[config.mk]
export PLATFORM = sky130hd
export DESIGN_NAME = bps_lowest
export DESIGN_NICKNAME = d
export VERILOG_FILES = /design/src/rtl/bps_pkg.sv /design/src/rtl/bps_lowest.sv
export SDC_FILE = /design/constraint.sdc
export NUM_CORES = 1
export LEC_CHECK = 0
export ABC_AREA = 1
export BUFFER_PORTS_ARGS = -buffer_cell sky130_fd_sc_hd__buf_2
export CAP_MARGIN = 20
export CORE_MARGIN = 8
export CORE_UTILIZATION = 38
export DETAILED_ROUTE_END_ITERATION = 16
export PLACE_DENSITY = 0.82
export SYNTH_ARGS = -nofsm -noshare
export SYNTH_HDL_FRONTEND = slang
export SYNTH_SLANG_ARGS = --single-unit
[constraint.sdc]
create_clock -name vclk -period 3.4
set_clock_uncertainty 0.2 [all_clocks]
set_input_delay 0.68 -clock vclk [all_inputs]
set_output_delay 0.68 -clock vclk [all_outputs]
set_load 0.02 [all_outputs]
[src/rtl/bps_pkg.sv]
package bps_pkg;

	// field widths of the request and result
	localparam int VALUE_W = 12;
	localparam int VALUE_RANGE_DEF = 4096;

	// presence memory row: one bit per value
	localparam int WORD_W = 64;
	localparam int POS_W = 6;

	localparam logic KIND_INSERT = 1'b0;
	localparam logic KIND_TAKE = 1'b1;

	typedef enum logic [1:0] {
		S_IDLE,
		S_READ,
		S_EVAL,
		S_RESULT
	} state_t;

endpackage

[src/rtl/bps_lowest.sv]
module bps_lowest
	import bps_pkg::*;
(
	input  logic [WORD_W-1:0] word,
	output logic [POS_W-1:0]  pos
);

	// binary search for the lowest set bit, halving the window each step
	always_comb begin
		logic [WORD_W-1:0] w;
		logic [POS_W-1:0]  p;
		w = word;
		p = '0;
		for (int i = POS_W - 1; i >= 0; i--) begin
			if ((w & ((WORD_W'(1) << (1 << i)) - WORD_W'(1))) == '0) begin
				w = w >> (1 << i);
				p[i] = 1'b1;
			end
		end
		pos = p;
	end

endmodule

After elaboration in Yosys (flattened, before gate mapping). Cells that the tools add are included.

Register bits: 0. Input port bits: 64. Output and inout bits: 6. Logic and storage cells: 17.

Muxes and demuxes: 11. Reduce and logical (&&, ||, !) cells: 6.

Operators with widths (count): $logic_not 64->1 (6); $mux 31 (1); $mux 15 (1); $mux 1 (7); $mux 7 (1); $mux 3 (1).

Longest topological paths before layout.
Depth after elaboration: 12. Depth in mapped cells: 25. Depth with buffers taken out: 23.

Worst setup path after synthesis. OpenSTA, ideal clock, no wires.

Kind: input-to-output. Start point: in word[2]. End point: out pos[0]. Arrival time: 2906 ps. Data required time: 2520 ps. Setup slack: -386 ps. Stages: 20. Buffers on the path: 2. Cells stage by stage: nor2_1 nand2_1 nor2_1 nand2_1 nor2_2 buf_6 buf_2 mux2i_1 nand3_1 nand2_1 nand2_1 nor2_2 nand2_2 inv_2 o21ai_1 nand2_1 nand3_1 nand2_1 nor2_1 nor2_1.

Cells in the longest elaborated chain, start to end: 12.

RTL lines: start, declared (line bps_lowest.sv:4) `input logic [WORD_W-1:0] word,`; $logic_not 64->1 (line bps_lowest.sv:15) `if ((w & ((WORD_W'(1) << (1 << i)) - WORD_W'(1))) == '0) begin`; $mux 31 * (line bps_lowest.sv:15); $logic_not 64->1 (line bps_lowest.sv:15); $mux 15 * (line bps_lowest.sv:15); $logic_not 64->1 (line bps_lowest.sv:15); $mux 7 * (line bps_lowest.sv:15); $logic_not 64->1 (line bps_lowest.sv:15); $mux 3 * (line bps_lowest.sv:15); $logic_not 64->1 (line bps_lowest.sv:15); $mux 1 * (line bps_lowest.sv:15); $logic_not 64->1 * (line bps_lowest.sv:15); $mux 1 * (line bps_lowest.sv:15); end, declared (line bps_lowest.sv:5) `output logic [POS_W-1:0] pos`.

Every way passes the cells marked *; elsewhere a longest branch is shown, timed or not.

Worst setup path after layout.
Start point: in word[4]. End point: out pos[0].

The elaborated chain is that of the path after synthesis.

==> impl_summary.md <==
Layout
Registers take 0 um^2. In the final layout, the share of cells above drive strength 1 is 0.6677. The repair_antennas step left the layout with diodes totalling 0. The area growth from synthesis to layout is 141.1%. Measured on the finished design, the core utilization comes to 0.9795.

The sequential cell count is 0. The layout net count is 400. The clock tree buffer count of the final layout is 0.

Floorplan
From bottom edge to top edge, the die measures 65.10 um. In this run the core area contains 17 standard-cell rows. The die area is 0.004237 mm^2.

Measured along the x axis, the die boundary spans 65.10 um. 70 I/O pins were placed. The floorplan core area is 0.002255 mm^2. The initial utilization of the core area, before any placement, comes to 0.4062.

Detailed routing
The routed wirelength normalized by instance count is 22.73 um. The number of nets still failing antenna checks after routing is 0. The detailed-route vias per instance is 6.367.

The total iterations of the first detailed-routing run is 6. The final routed wirelength across all metal layers is 8227 um. The DRC violation count after routing is 0. The violation count after the first detailed-route iteration is 305. Across all layers, the routed design uses 2305 vias.

STA
The worst path in the final design needs a cycle of 4.443 ns, including I/O delays and setup. Derived from the worst setup path, the maximum achievable clock frequency is 0.2251 GHz. At the pin with the least slew margin, the transition time is 0.3298 ns. The hold violation total from the final report was 0. Across all setup checks in the final design, the least slack found is -1.043 ns.

Setup violations remaining at the end of the flow were counted as 4. The worst slew margin relative to its limit is 0.7791. Setup repair after global routing could not meet its margin everywhere. The max-slew violation count is 0. Summed over all failing endpoints, the final setup total negative slack is -3.292 ns. Final hold analysis gives a worst-case slack of 1.805 ns. Of the available clock period, the critical path in the final layout requires 1.307.

Synthesis
For this run, the number of Yosys warnings is 0. Of the synthesized area, sequential elements account for 0. After synthesis, the netlist uses 18 different library cells. Counting instances in the post-synthesis netlist gives the leading cell types as sky130_fd_sc_hd__nand2_1, sky130_fd_sc_hd__nor2_1, sky130_fd_sc_hd__inv_1. The gate count after technology mapping is 200. The cell area that synthesis handed to floorplanning was 915.9 um^2. The library cell with the highest instance count after synthesis is sky130_fd_sc_hd__nand2_1. The biggest area consumer among synthesized cells is sky130_fd_sc_hd__nand2_1. Synthesis produced a netlist with a net count of 264.

The fraction of post-synthesis cell area in the top cell type by area is 0.2951. By area the synthesized netlist is led by sky130_fd_sc_hd__nand2_1, sky130_fd_sc_hd__nor2_1, sky130_fd_sc_hd__inv_1, sky130_fd_sc_hd__nand3_1, sky130_fd_sc_hd__mux2i_1. In this run the mean area of a mapped cell was 4.579 um^2.

Worst setup path
The worst setup path is captured at a primary output. The critical path ends at pos[0]. At the worst endpoint, the arrival time is 3.56 ns. The buffers plus inverters on the worst setup path is 4. The type of the setup path with the least slack is input pin to primary output. The kind of start point of the critical path is an input pin. The cell family contributing the most delay on the critical path is simple AND/OR/NAND/NOR gates. The most frequent cell on the critical path is sky130_fd_sc_hd__nand2_1.

The top fanout value on the critical path is 5. The stage delay of the slowest cell on the critical path is 0.23 ns. The cell type of the slowest stage on the worst timing path is sky130_fd_sc_hd__nor2_4. Counting buffers and inverters, the worst setup path is 26 cells deep. The startpoint of the worst setup timing path is word[4]. STA puts the critical path data required time at 2.52 ns.

Global routing
The pin count of the biggest net entering global routing is 7. The initial antenna violation count was 0. The remaining global-route overflow is 0. The first global-routing pass estimated 8321 um of wire. The via count of the first global-routing pass is 1951.

The total track usage is 0.2348.

Power and ir drop
The peak supply drop is 0.07135 mV. The post-route total power is 202.4 uW. The areal power density over the cells is 91.66 mW/mm^2. The analysis attributes to cell leakage a power of 1.237 nW.

Placed design
Buffers placed on the I/O ports in this run total 69. The half-perimeter wire length after detailed placement is 2978 um. The global placement routability congestion is 0.8554. The worst slack at placement is -0.5461 ns.

Outcome
The checks that failed: negative setup slack. The flow ran to the end, but the final reports show violations.

Flow run
The max-capacitance violation count is 0.

Min path
The path class of the tightest hold or removal check is input pin to primary output.

Clocking
The number of hold buffers added after CTS was 0.
==> area by class of cell <==
| type | count | area (um^2) |
|---|---|---|
| fill | 29 | 46.29 |
| inverter | 35 | 133.9 |
| tap | 28 | 35.03 |
| multi-input combinational | 164 | 1033 |
| timing repair buffer | 135 | 1006 |
==> tightest hold or removal path, stage by stage <==
cell and delay [ns]:
sky130_fd_sc_hd__buf_6 0.08, sky130_fd_sc_hd__a21oi_1 0.04, sky130_fd_sc_hd__nand2_1 0.06, sky130_fd_sc_hd__a31oi_1 0.14, sky130_fd_sc_hd__o21bai_2 0.15, sky130_fd_sc_hd__nor2_2 0.05, sky130_fd_sc_hd__buf_6 0.12
==> cells by family (layout without fill, tap and decap cells) <==
group           after synthesis  after routing  share of synthesized area
simple gates                141            144                     0.6571
buf+inv                      39            170                     0.1858
compound gates               13             13                    0.08060
mux                           7              7                    0.07651
==> what timing repair did <==
action                                  CTS  global route
cloned                                    5             0
buffers inserted                         22             9
gates resized for setup                  43            78
pin swaps                                43            54
endpoints found under the setup margin    4             4
==> metal layers <==
metal | up-vias | GRT usage | share of wire
li1 | 878 | - | -
met1 | 1014 | 0.2343 | 0.32
met2 | 313 | 0.4472 | 0.45
met3 | 100 | 0.04915 | 0.13
met4 | 0 | 0.1199 | 0.10
met5 | - | 0 | 0
==> worst min path at each step <==
| stage | startpoint | to | slack (ns) | depth (start not counted) |
|---|---|---|---|---|
| 2_1_floorplan | word[28] | pos[0] | 1.56 | 5 |
| 3_3_place_gp | word[31] | pos[5] | 1.79 | 8 |
| 3_5_place_dp | word[31] | pos[5] | 1.80 | 8 |
| 4_1_cts | word[28] | pos[0] | 1.76 | 7 |
| 5_1_grt | word[28] | pos[0] | 1.84 | 7 |
| 6_report | word[28] | pos[0] | 1.80 | 7 |
==> cell usage in the layout, fill, tap and decap left out <==
cell / instances
sky130_fd_sc_hd__o21ai_0: 3
sky130_fd_sc_hd__buf_4: 59
sky130_fd_sc_hd__o21ai_1: 2
sky130_fd_sc_hd__inv_4: 1
sky130_fd_sc_hd__mux2i_1: 6
sky130_fd_sc_hd__inv_1: 33
sky130_fd_sc_hd__mux2i_2: 1
sky130_fd_sc_hd__nand2_1: 32
sky130_fd_sc_hd__nor2_2: 16
sky130_fd_sc_hd__o21a_1: 1
sky130_fd_sc_hd__inv_2: 1
sky130_fd_sc_hd__a31oi_1: 1
sky130_fd_sc_hd__nand3_2: 7
sky130_fd_sc_hd__buf_2: 48
sky130_fd_sc_hd__nor2_1: 18
sky130_fd_sc_hd__nand2_2: 42
sky130_fd_sc_hd__nor2_4: 12
sky130_fd_sc_hd__buf_6: 26
sky130_fd_sc_hd__o21bai_2: 2
sky130_fd_sc_hd__buf_8: 2
sky130_fd_sc_hd__a21oi_1: 4
sky130_fd_sc_hd__nand2_4: 6
sky130_fd_sc_hd__nand3_1: 11
==> metrics by stage <==
step / std cells / instance area, um^2
floorplan: 200 / 935.9
global placement: 328 / 1538
detailed placement: 328 / 1538
CTS: 354 / 1878
global route: 362 / 2208
finish: 362 / 2208
==> power breakdown <==
part | internal [mW] | leakage (nW) | switching (mW)
logic | 0.101 | 1.24 | 0.102
registers | 0 | 0 | 0
clock network | 0 | 0 | 0
No activity file was read; power rests on OpenSTA's default activity.
