File: src/rtl/bps_pkg.sv
package bps_pkg;

	// field widths of the request and result
	localparam int VALUE_W = 12;
	localparam int VALUE_RANGE_DEF = 4096;

	// presence memory row: one bit per value
	localparam int WORD_W = 64;
	localparam int POS_W = 6;

	localparam logic KIND_INSERT = 1'b0;
	localparam logic KIND_TAKE = 1'b1;

	typedef enum logic [1:0] {
		S_IDLE,
		S_READ,
		S_EVAL,
		S_RESULT
	} state_t;

endpackage

File: src/rtl/bps_mem.sv
module bps_mem
	import bps_pkg::*;
#(
	parameter int DEPTH = 64,
	parameter int AW = 6
) (
	input  logic              clk,
	input  logic              arst_n,
	input  logic              rd_en,
	input  logic [AW-1:0]     rd_addr,
	output logic [WORD_W-1:0] rd_data,
	input  logic              wr_en,
	input  logic [AW-1:0]     wr_addr,
	input  logic [WORD_W-1:0] wr_data
);

	logic [WORD_W-1:0] mem [DEPTH];
	logic [DEPTH-1:0]  row_valid_q;
	logic [WORD_W-1:0] rd_raw_q;
	logic              rd_valid_q;

	// rows never written since reset read as all clear
	always_ff @(posedge clk or negedge arst_n) begin
		if (!arst_n) begin
			row_valid_q <= '0;
		end else if (wr_en) begin
			row_valid_q[wr_addr] <= 1'b1;
		end
	end

	always_ff @(posedge clk) begin
		if (wr_en) begin
			mem[wr_addr] <= wr_data;
		end
	end

	always_ff @(posedge clk) begin
		if (rd_en) begin
			rd_raw_q <= mem[rd_addr];
			rd_valid_q <= row_valid_q[rd_addr];
		end
	end

	assign rd_data = rd_valid_q ? rd_raw_q : '0;

endmodule

File: config.mk
export PLATFORM = sky130hd
export DESIGN_NAME = bps_mem
export DESIGN_NICKNAME = d
export VERILOG_FILES = /design/src/rtl/bps_pkg.sv /design/src/rtl/bps_mem.sv
export SDC_FILE = /design/constraint.sdc
export NUM_CORES = 2
export LEC_CHECK = 0
export BUFFER_PORTS_ARGS = -buffer_cell sky130_fd_sc_hd__buf_4
export CAP_MARGIN = 20
export CELL_PAD_IN_SITES_DETAIL_PLACEMENT = 0
export CELL_PAD_IN_SITES_GLOBAL_PLACEMENT = 1
export CORE_MARGIN = 5
export CORE_UTILIZATION = 56
export CTS_CLUSTER_DIAMETER = 50
export CTS_CLUSTER_SIZE = 14
export DETAILED_ROUTE_END_ITERATION = 8
export GPL_TIMING_DRIVEN = 0
export PLACE_DENSITY = 0.8
export SYNTH_ARGS = -nofsm -noshare
export SYNTH_HDL_FRONTEND = slang
export SYNTH_SLANG_ARGS = --single-unit
File: constraint.sdc
create_clock -name clk -period 1.7 [get_ports clk]
set_input_delay 0.17 -clock clk [delete_from_list [all_inputs] [get_ports clk]]
set_output_delay 0.17 -clock clk [all_outputs]
set_load 0.02 [all_outputs]
-- Word-level counts from Yosys, hierarchy flattened
Memories as Yosys holds them, arrays and structs flattened. A register that Yosys moved wholly into a read port is not among the register bits.
Index checks and enable logic that the tools add are counted.
- memories kept: 1
- register bits after elaboration: 65
- output and inout port bits: 64
- memory bits (writable): 4096
- input bits: 80
- reductions and logical operators: 1
- muxes and demuxes: 7
- $lt $le $gt $ge: 3
- bitwise gates (word level): 1
- memory list (memory ; words ; bits a word ; rd ports ; clocked after Yosys merged registers in ; write ports ; RTL line ; text):
    mem ; 64 ; 64 ; 1 ; 1 ; 1 ; bps_mem.sv:17 ; logic [WORD_W-1:0] mem [DEPTH];
- operators by type and width (kind ; number):
    $mux 64 ; 1
    $or 64x64->64 ; 1
    $lt 6x7->1 const B ; 2
    $bmux 1 s6 ; 1
    $demux 1 s6 ; 1
    $ge 6x1->1 const B ; 1
    $mux 1 ; 4
    $logic_and 1x1->1 ; 1

-- Longest topological paths before layout
- word-level depth: 5
- gate-level depth with buffers: 9
- depth with buffers taken out: 5

-- Worst setup path before layout
OpenSTA, ideal clock, no wires.
- path type: in2reg
- from: in wr_addr[3]
- to: reg row_valid_q[48]
- arrival: 5706 ps
- setup slack: -4098 ps
- stages: 5
- cell sequence: clkbuf_1 > nand4b_1 > or2_2 > nor3_1 > or2_2
- word-level cells in the longest chain between the ends: 5
- elaborated cells on any way between the ends: 6
- RTL lines (item ; RTL line ; text):
    from (decl) ; bps_mem.sv:13 ; input logic [AW-1:0] wr_addr,
    $lt 6x7->1 (not written as such) or $ge 6x1->1 (tied branches) ; bps_mem.sv:27 ; row_valid_q[wr_addr] <= 1'b1;
    $logic_and 1x1->1 (not written as such) ; bps_mem.sv:27 ;
    $mux 1 (not written as such) ; bps_mem.sv:27 ;
    $demux 1 s6 * ; bps_mem.sv:27 ;
    $or 64x64->64 (no line) * ; n/a ;
    to (signal assigned) ; bps_mem.sv:25 ; row_valid_q <= '0;
    to (signal, indexed assignment) ; bps_mem.sv:27 ;
    to (decl) ; bps_mem.sv:18 ; logic [DEPTH-1:0] row_valid_q;
Every way passes the cells marked *; elsewhere a longest branch is shown, timed or not.
A chain may end at the register's enable or synchronous reset.

-- Final worst setup path
- from: reg rd_valid_q
- to: out rd_data[37]
- word-level cells in the longest chain between the ends: 1
- RTL lines (item ; RTL line ; text):
    from (decl) ; bps_mem.sv:20 ; logic rd_valid_q;
    from (signal assigned) ; bps_mem.sv:40 ; rd_valid_q <= row_valid_q[rd_addr];
    $mux 64 ; bps_mem.sv:44 ; assign rd_data = rd_valid_q ? rd_raw_q : '0;
    to (decl) ; bps_mem.sv:11 ; output logic [WORD_W-1:0] rd_data,
No other way between the ends.

==> run_results.csv <==
group,metric,value,unit
outcome,status,"finished with violations",
outcome,violations,"setup timing",
final_layout,final_util,0.6708,
min_path,min_path_cells,5,
synthesis,netlist_area,159300,um^2
setup_path,crit_type,"flop to output pin",
placed_design,dp_hpwl,308800,um
grt,grt_pass1_wl,660100,um
final_layout,layout-drive-gt1-share,0.3849,
setup_path,cp_data_arrival_time,2.30,ns
die,chipHeight,543.4,um
die,num_rows,195,
die,die_w,543.4,um
power,ir_worst_vdd,0.8676,mV
clock_network,clk_latency,0.99,ns
sta,worstMarginPinSlew,1.058,ns
clock_network,cts_tree,"done",
route,drc,0,
synthesis,synthDistinctLibCells,31,
clock_network,htreeDepth,5,
sta,hold_slack,0.05073,ns
clock_network,cts_sinks,4225,
setup_path,crit_start,"rd_valid_q",
sta,setup_violations,166,
clock_network,clk_pin_slew_worst_paths,0.06,ns
placed_design,placed_cell_area,170500,um^2
final_layout,syn_to_final_growth,19.08,%
grt,antenna_found_initial,13,
run,max-cap-violations,0,
route,first_pass_iters,6,
die,io_pins,144,
route,drt-total-wl,488400,um
die,dieArea,295200,um^2
clock_network,cts_inserted_buffers,384,
die,start_util,0.5634,
setup_path,r2r_slack,-0.57,ns
final_layout,fin_area,189700,um^2
power,power,214300,uW
route,drt_iter0_markers,15050,
route,num_vias,83780,
sta,slew-limit-headroom,0.2948,
synthesis,synth_warnings,0,
route,ant_nets,0,
min_path,hold_path.class,"input pin to flop",
min_path,min_to,"mem[54][34]",
sta,hold_violations,0,
sta,drv_slew,0,
setup_path,critPathMaxFanout,6,
setup_path,crit_buf_inv,5,
route,via_per_inst,7.146,
synthesis,synth_cells,6749,
synthesis,synth.top_cell.area_share,0.7844,
clock_network,clk_path_buf_depth,4,
final_layout,finalNetCount,7840,
setup_path,critPathSlowestCell,"edfxtp_1",
setup_path,critPathCaptureType,"output pin",
setup_path,required,1.53,ns
die,core_area,282800,um^2
synthesis,ys_ff_latch,4225,
sta,timing.final.ws_setup,-0.7684,ns
clock_network,root_buffer,"clkbuf_16",
sta,layout_min_cycle_time,2.468,ns
grt,grt-ovfl-total,0,
sta,min_period_over_period,1.452,
placed_design,place_congestion,0.9520,
setup_path,critPathMaxStageDelay,0.43,ns
power,p_leak,0.05977,uW
route,routedWlPerCell,41.65,um
grt,grt_usage,0.3257,
placed_design,portBuffers,135,
setup_path,regToRegEndpoint,"rd_raw_q[25]",
setup_path,worst_setup_path_start_kind,"flop",
synthesis,seq_area_frac_synth,0.7944,
synthesis,yosysTopAreaCell,"edfxtp_1",
grt,grt_max_degree,65,
setup_path,reg2reg_depth,4,
setup_path,r2r_start,"mem[62][25]",
synthesis,avgSynthCellArea,23.60,um^2
synthesis,synth_fp_nets,6829,
power,power_density,1130,nW/um^2
sta,fmax,405.1,MHz
setup_path,cp_top_family,"buffers and inverters",
sta,rsz0062_at_grt,"true",
setup_path,crit_path_cell_trace,"buf_12 > buf_8 > clkbuf_16 > buf_16 > and2_4 > buf_6",
sta,fin_skew,0.06972,ns
min_path,hp-start,"wr_en",
grt,grt_pass1_vias,82150,
synthesis,netlist_top_cells_area,"edfxtp_1, mux4_2, a22oi_1",
==> worst register-to-register path, delay by kind of cell (launching register included) <==
kind | cells | cell delay [ns]
simple gates | 2 | 0.73
flops | 1 | 0.44
mux | 1 | 0.54
compound gates | 1 | 0.33
==> metal layers <==
metal	wire [um]	global-route usage	share of wire
met5	75	0	0.00015
met4	33710	0.1765	0.069
met3	71600	0.09377	0.15
met2	222000	0.4856	0.45
met1	161000	0.4419	0.33
==> cells in the final DEF, fill, tap and decap left out, drive strengths merged, types with 32 or more instances in the layout <==
cell type and n:
or2 67, o21ai 40, nor2b 32, dfrtp 64, mux4 1040, edfxtp 4161, o22ai 130, and3 41
buf 742, nor2 68, a22oi 260, clkbuf 632, clkinv 86, nand3 111, a211oi 49, mux2i 88
o221ai 66, dlygate4sd3 73, and2 67
==> per-stage QoR <==
stage	setup slack [ns]	TNS (ns)	std cells
after CTS	-0.7918	-285.96	11590
after global placement	-3.629	-	10630
after global routing	-0.7952	-59.63	11710
final	-0.7684	-59.02	11730
after detailed placement	-2.741	-3334.43	10860
after floorplan	-1.120	-3079.36	6749
==> synth_stat cells (all sizes together) <==
| cell | n |
|---|---|
| and2 | 67 |
| nor2b | 32 |
| o21ai | 40 |
| nand3 | 111 |
| nor3 | 2 |
| a211oi | 49 |
| or2 | 67 |
| edfxtp | 4161 |
| nand2b | 9 |
| nand4b | 1 |
| a211o | 16 |
| dfrtp | 64 |
| buf | 194 |
| nor2 | 68 |
| and3 | 41 |
| clkbuf | 197 |
| nand3b | 3 |
| o22ai | 130 |
| nand4 | 1 |
| or3 | 3 |
| mux4 | 1040 |
| o221ai | 66 |
| inv | 1 |
| or3b | 2 |
| a31oi | 24 |
| a22oi | 260 |
| mux2i | 88 |
| nand2 | 12 |
==> state kept, by name (all words and copies together) (netlist names) <==
| register | count |
|---|---|
| mem | 4096 |
| rd_raw_q | 64 |
| rd_valid_q | 1 |
| row_valid_q | 64 |
==> worst max path at each step <==
stage,slack (ns),to,depth (start not counted)
2_1_floorplan,-1.12,mem[48][0],4
3_3_place_gp,-3.63,row_valid_q[48],5
3_5_place_dp,-2.74,rd_raw_q[10],9
4_1_cts,-0.79,rd_data[9],4
5_1_grt,-0.80,rd_data[40],6
6_report,-0.77,rd_data[37],6
==> logic make-up after synthesis <==
family          Yosys count  share of synthesized area
simple gates            419                    0.01438
mux                    1128                     0.1526
flops                  4225                     0.7944
buf+inv                 392                    0.01228
compound gates          585                    0.02637
==> cell type report <==
cell class	instances	area, um^2
Clock inverter	158	1872
Antenna cell	13	32.53
Clock buffer	437	9893
Fill cell	16590	93080
Tap cell	3743	4683
Timing Repair Buffer	632	8832
Multi-Input combinational cell	2132	34910
Inverter	1	3.754
Buffer	384	2922
Sequential cell	4225	126600
==> what timing repair did <==
action                                 4_1_cts  5_1_grt
endpoints found under the hold margin     4465        9
gates resized for setup                   1031      197
pin swaps                                  197       78
hold buffers                                76        1
setup buffers                               62      122
setup endpoints to repair                  975     1760
cloned                                       2        4
==> where the power goes <==
| part | internal, uW | switching [uW] | leakage [uW] |
|---|---|---|---|
| Clock | 45500 | 38400 | 0.00568 |
| Combinational | 5470 | 9010 | 0.0158 |
| Sequential | 116000 | 383 | 0.0383 |
| Total | 167000 | 47800 | 0.0598 |
Note: power is estimated with default switching activity, not from simulation.
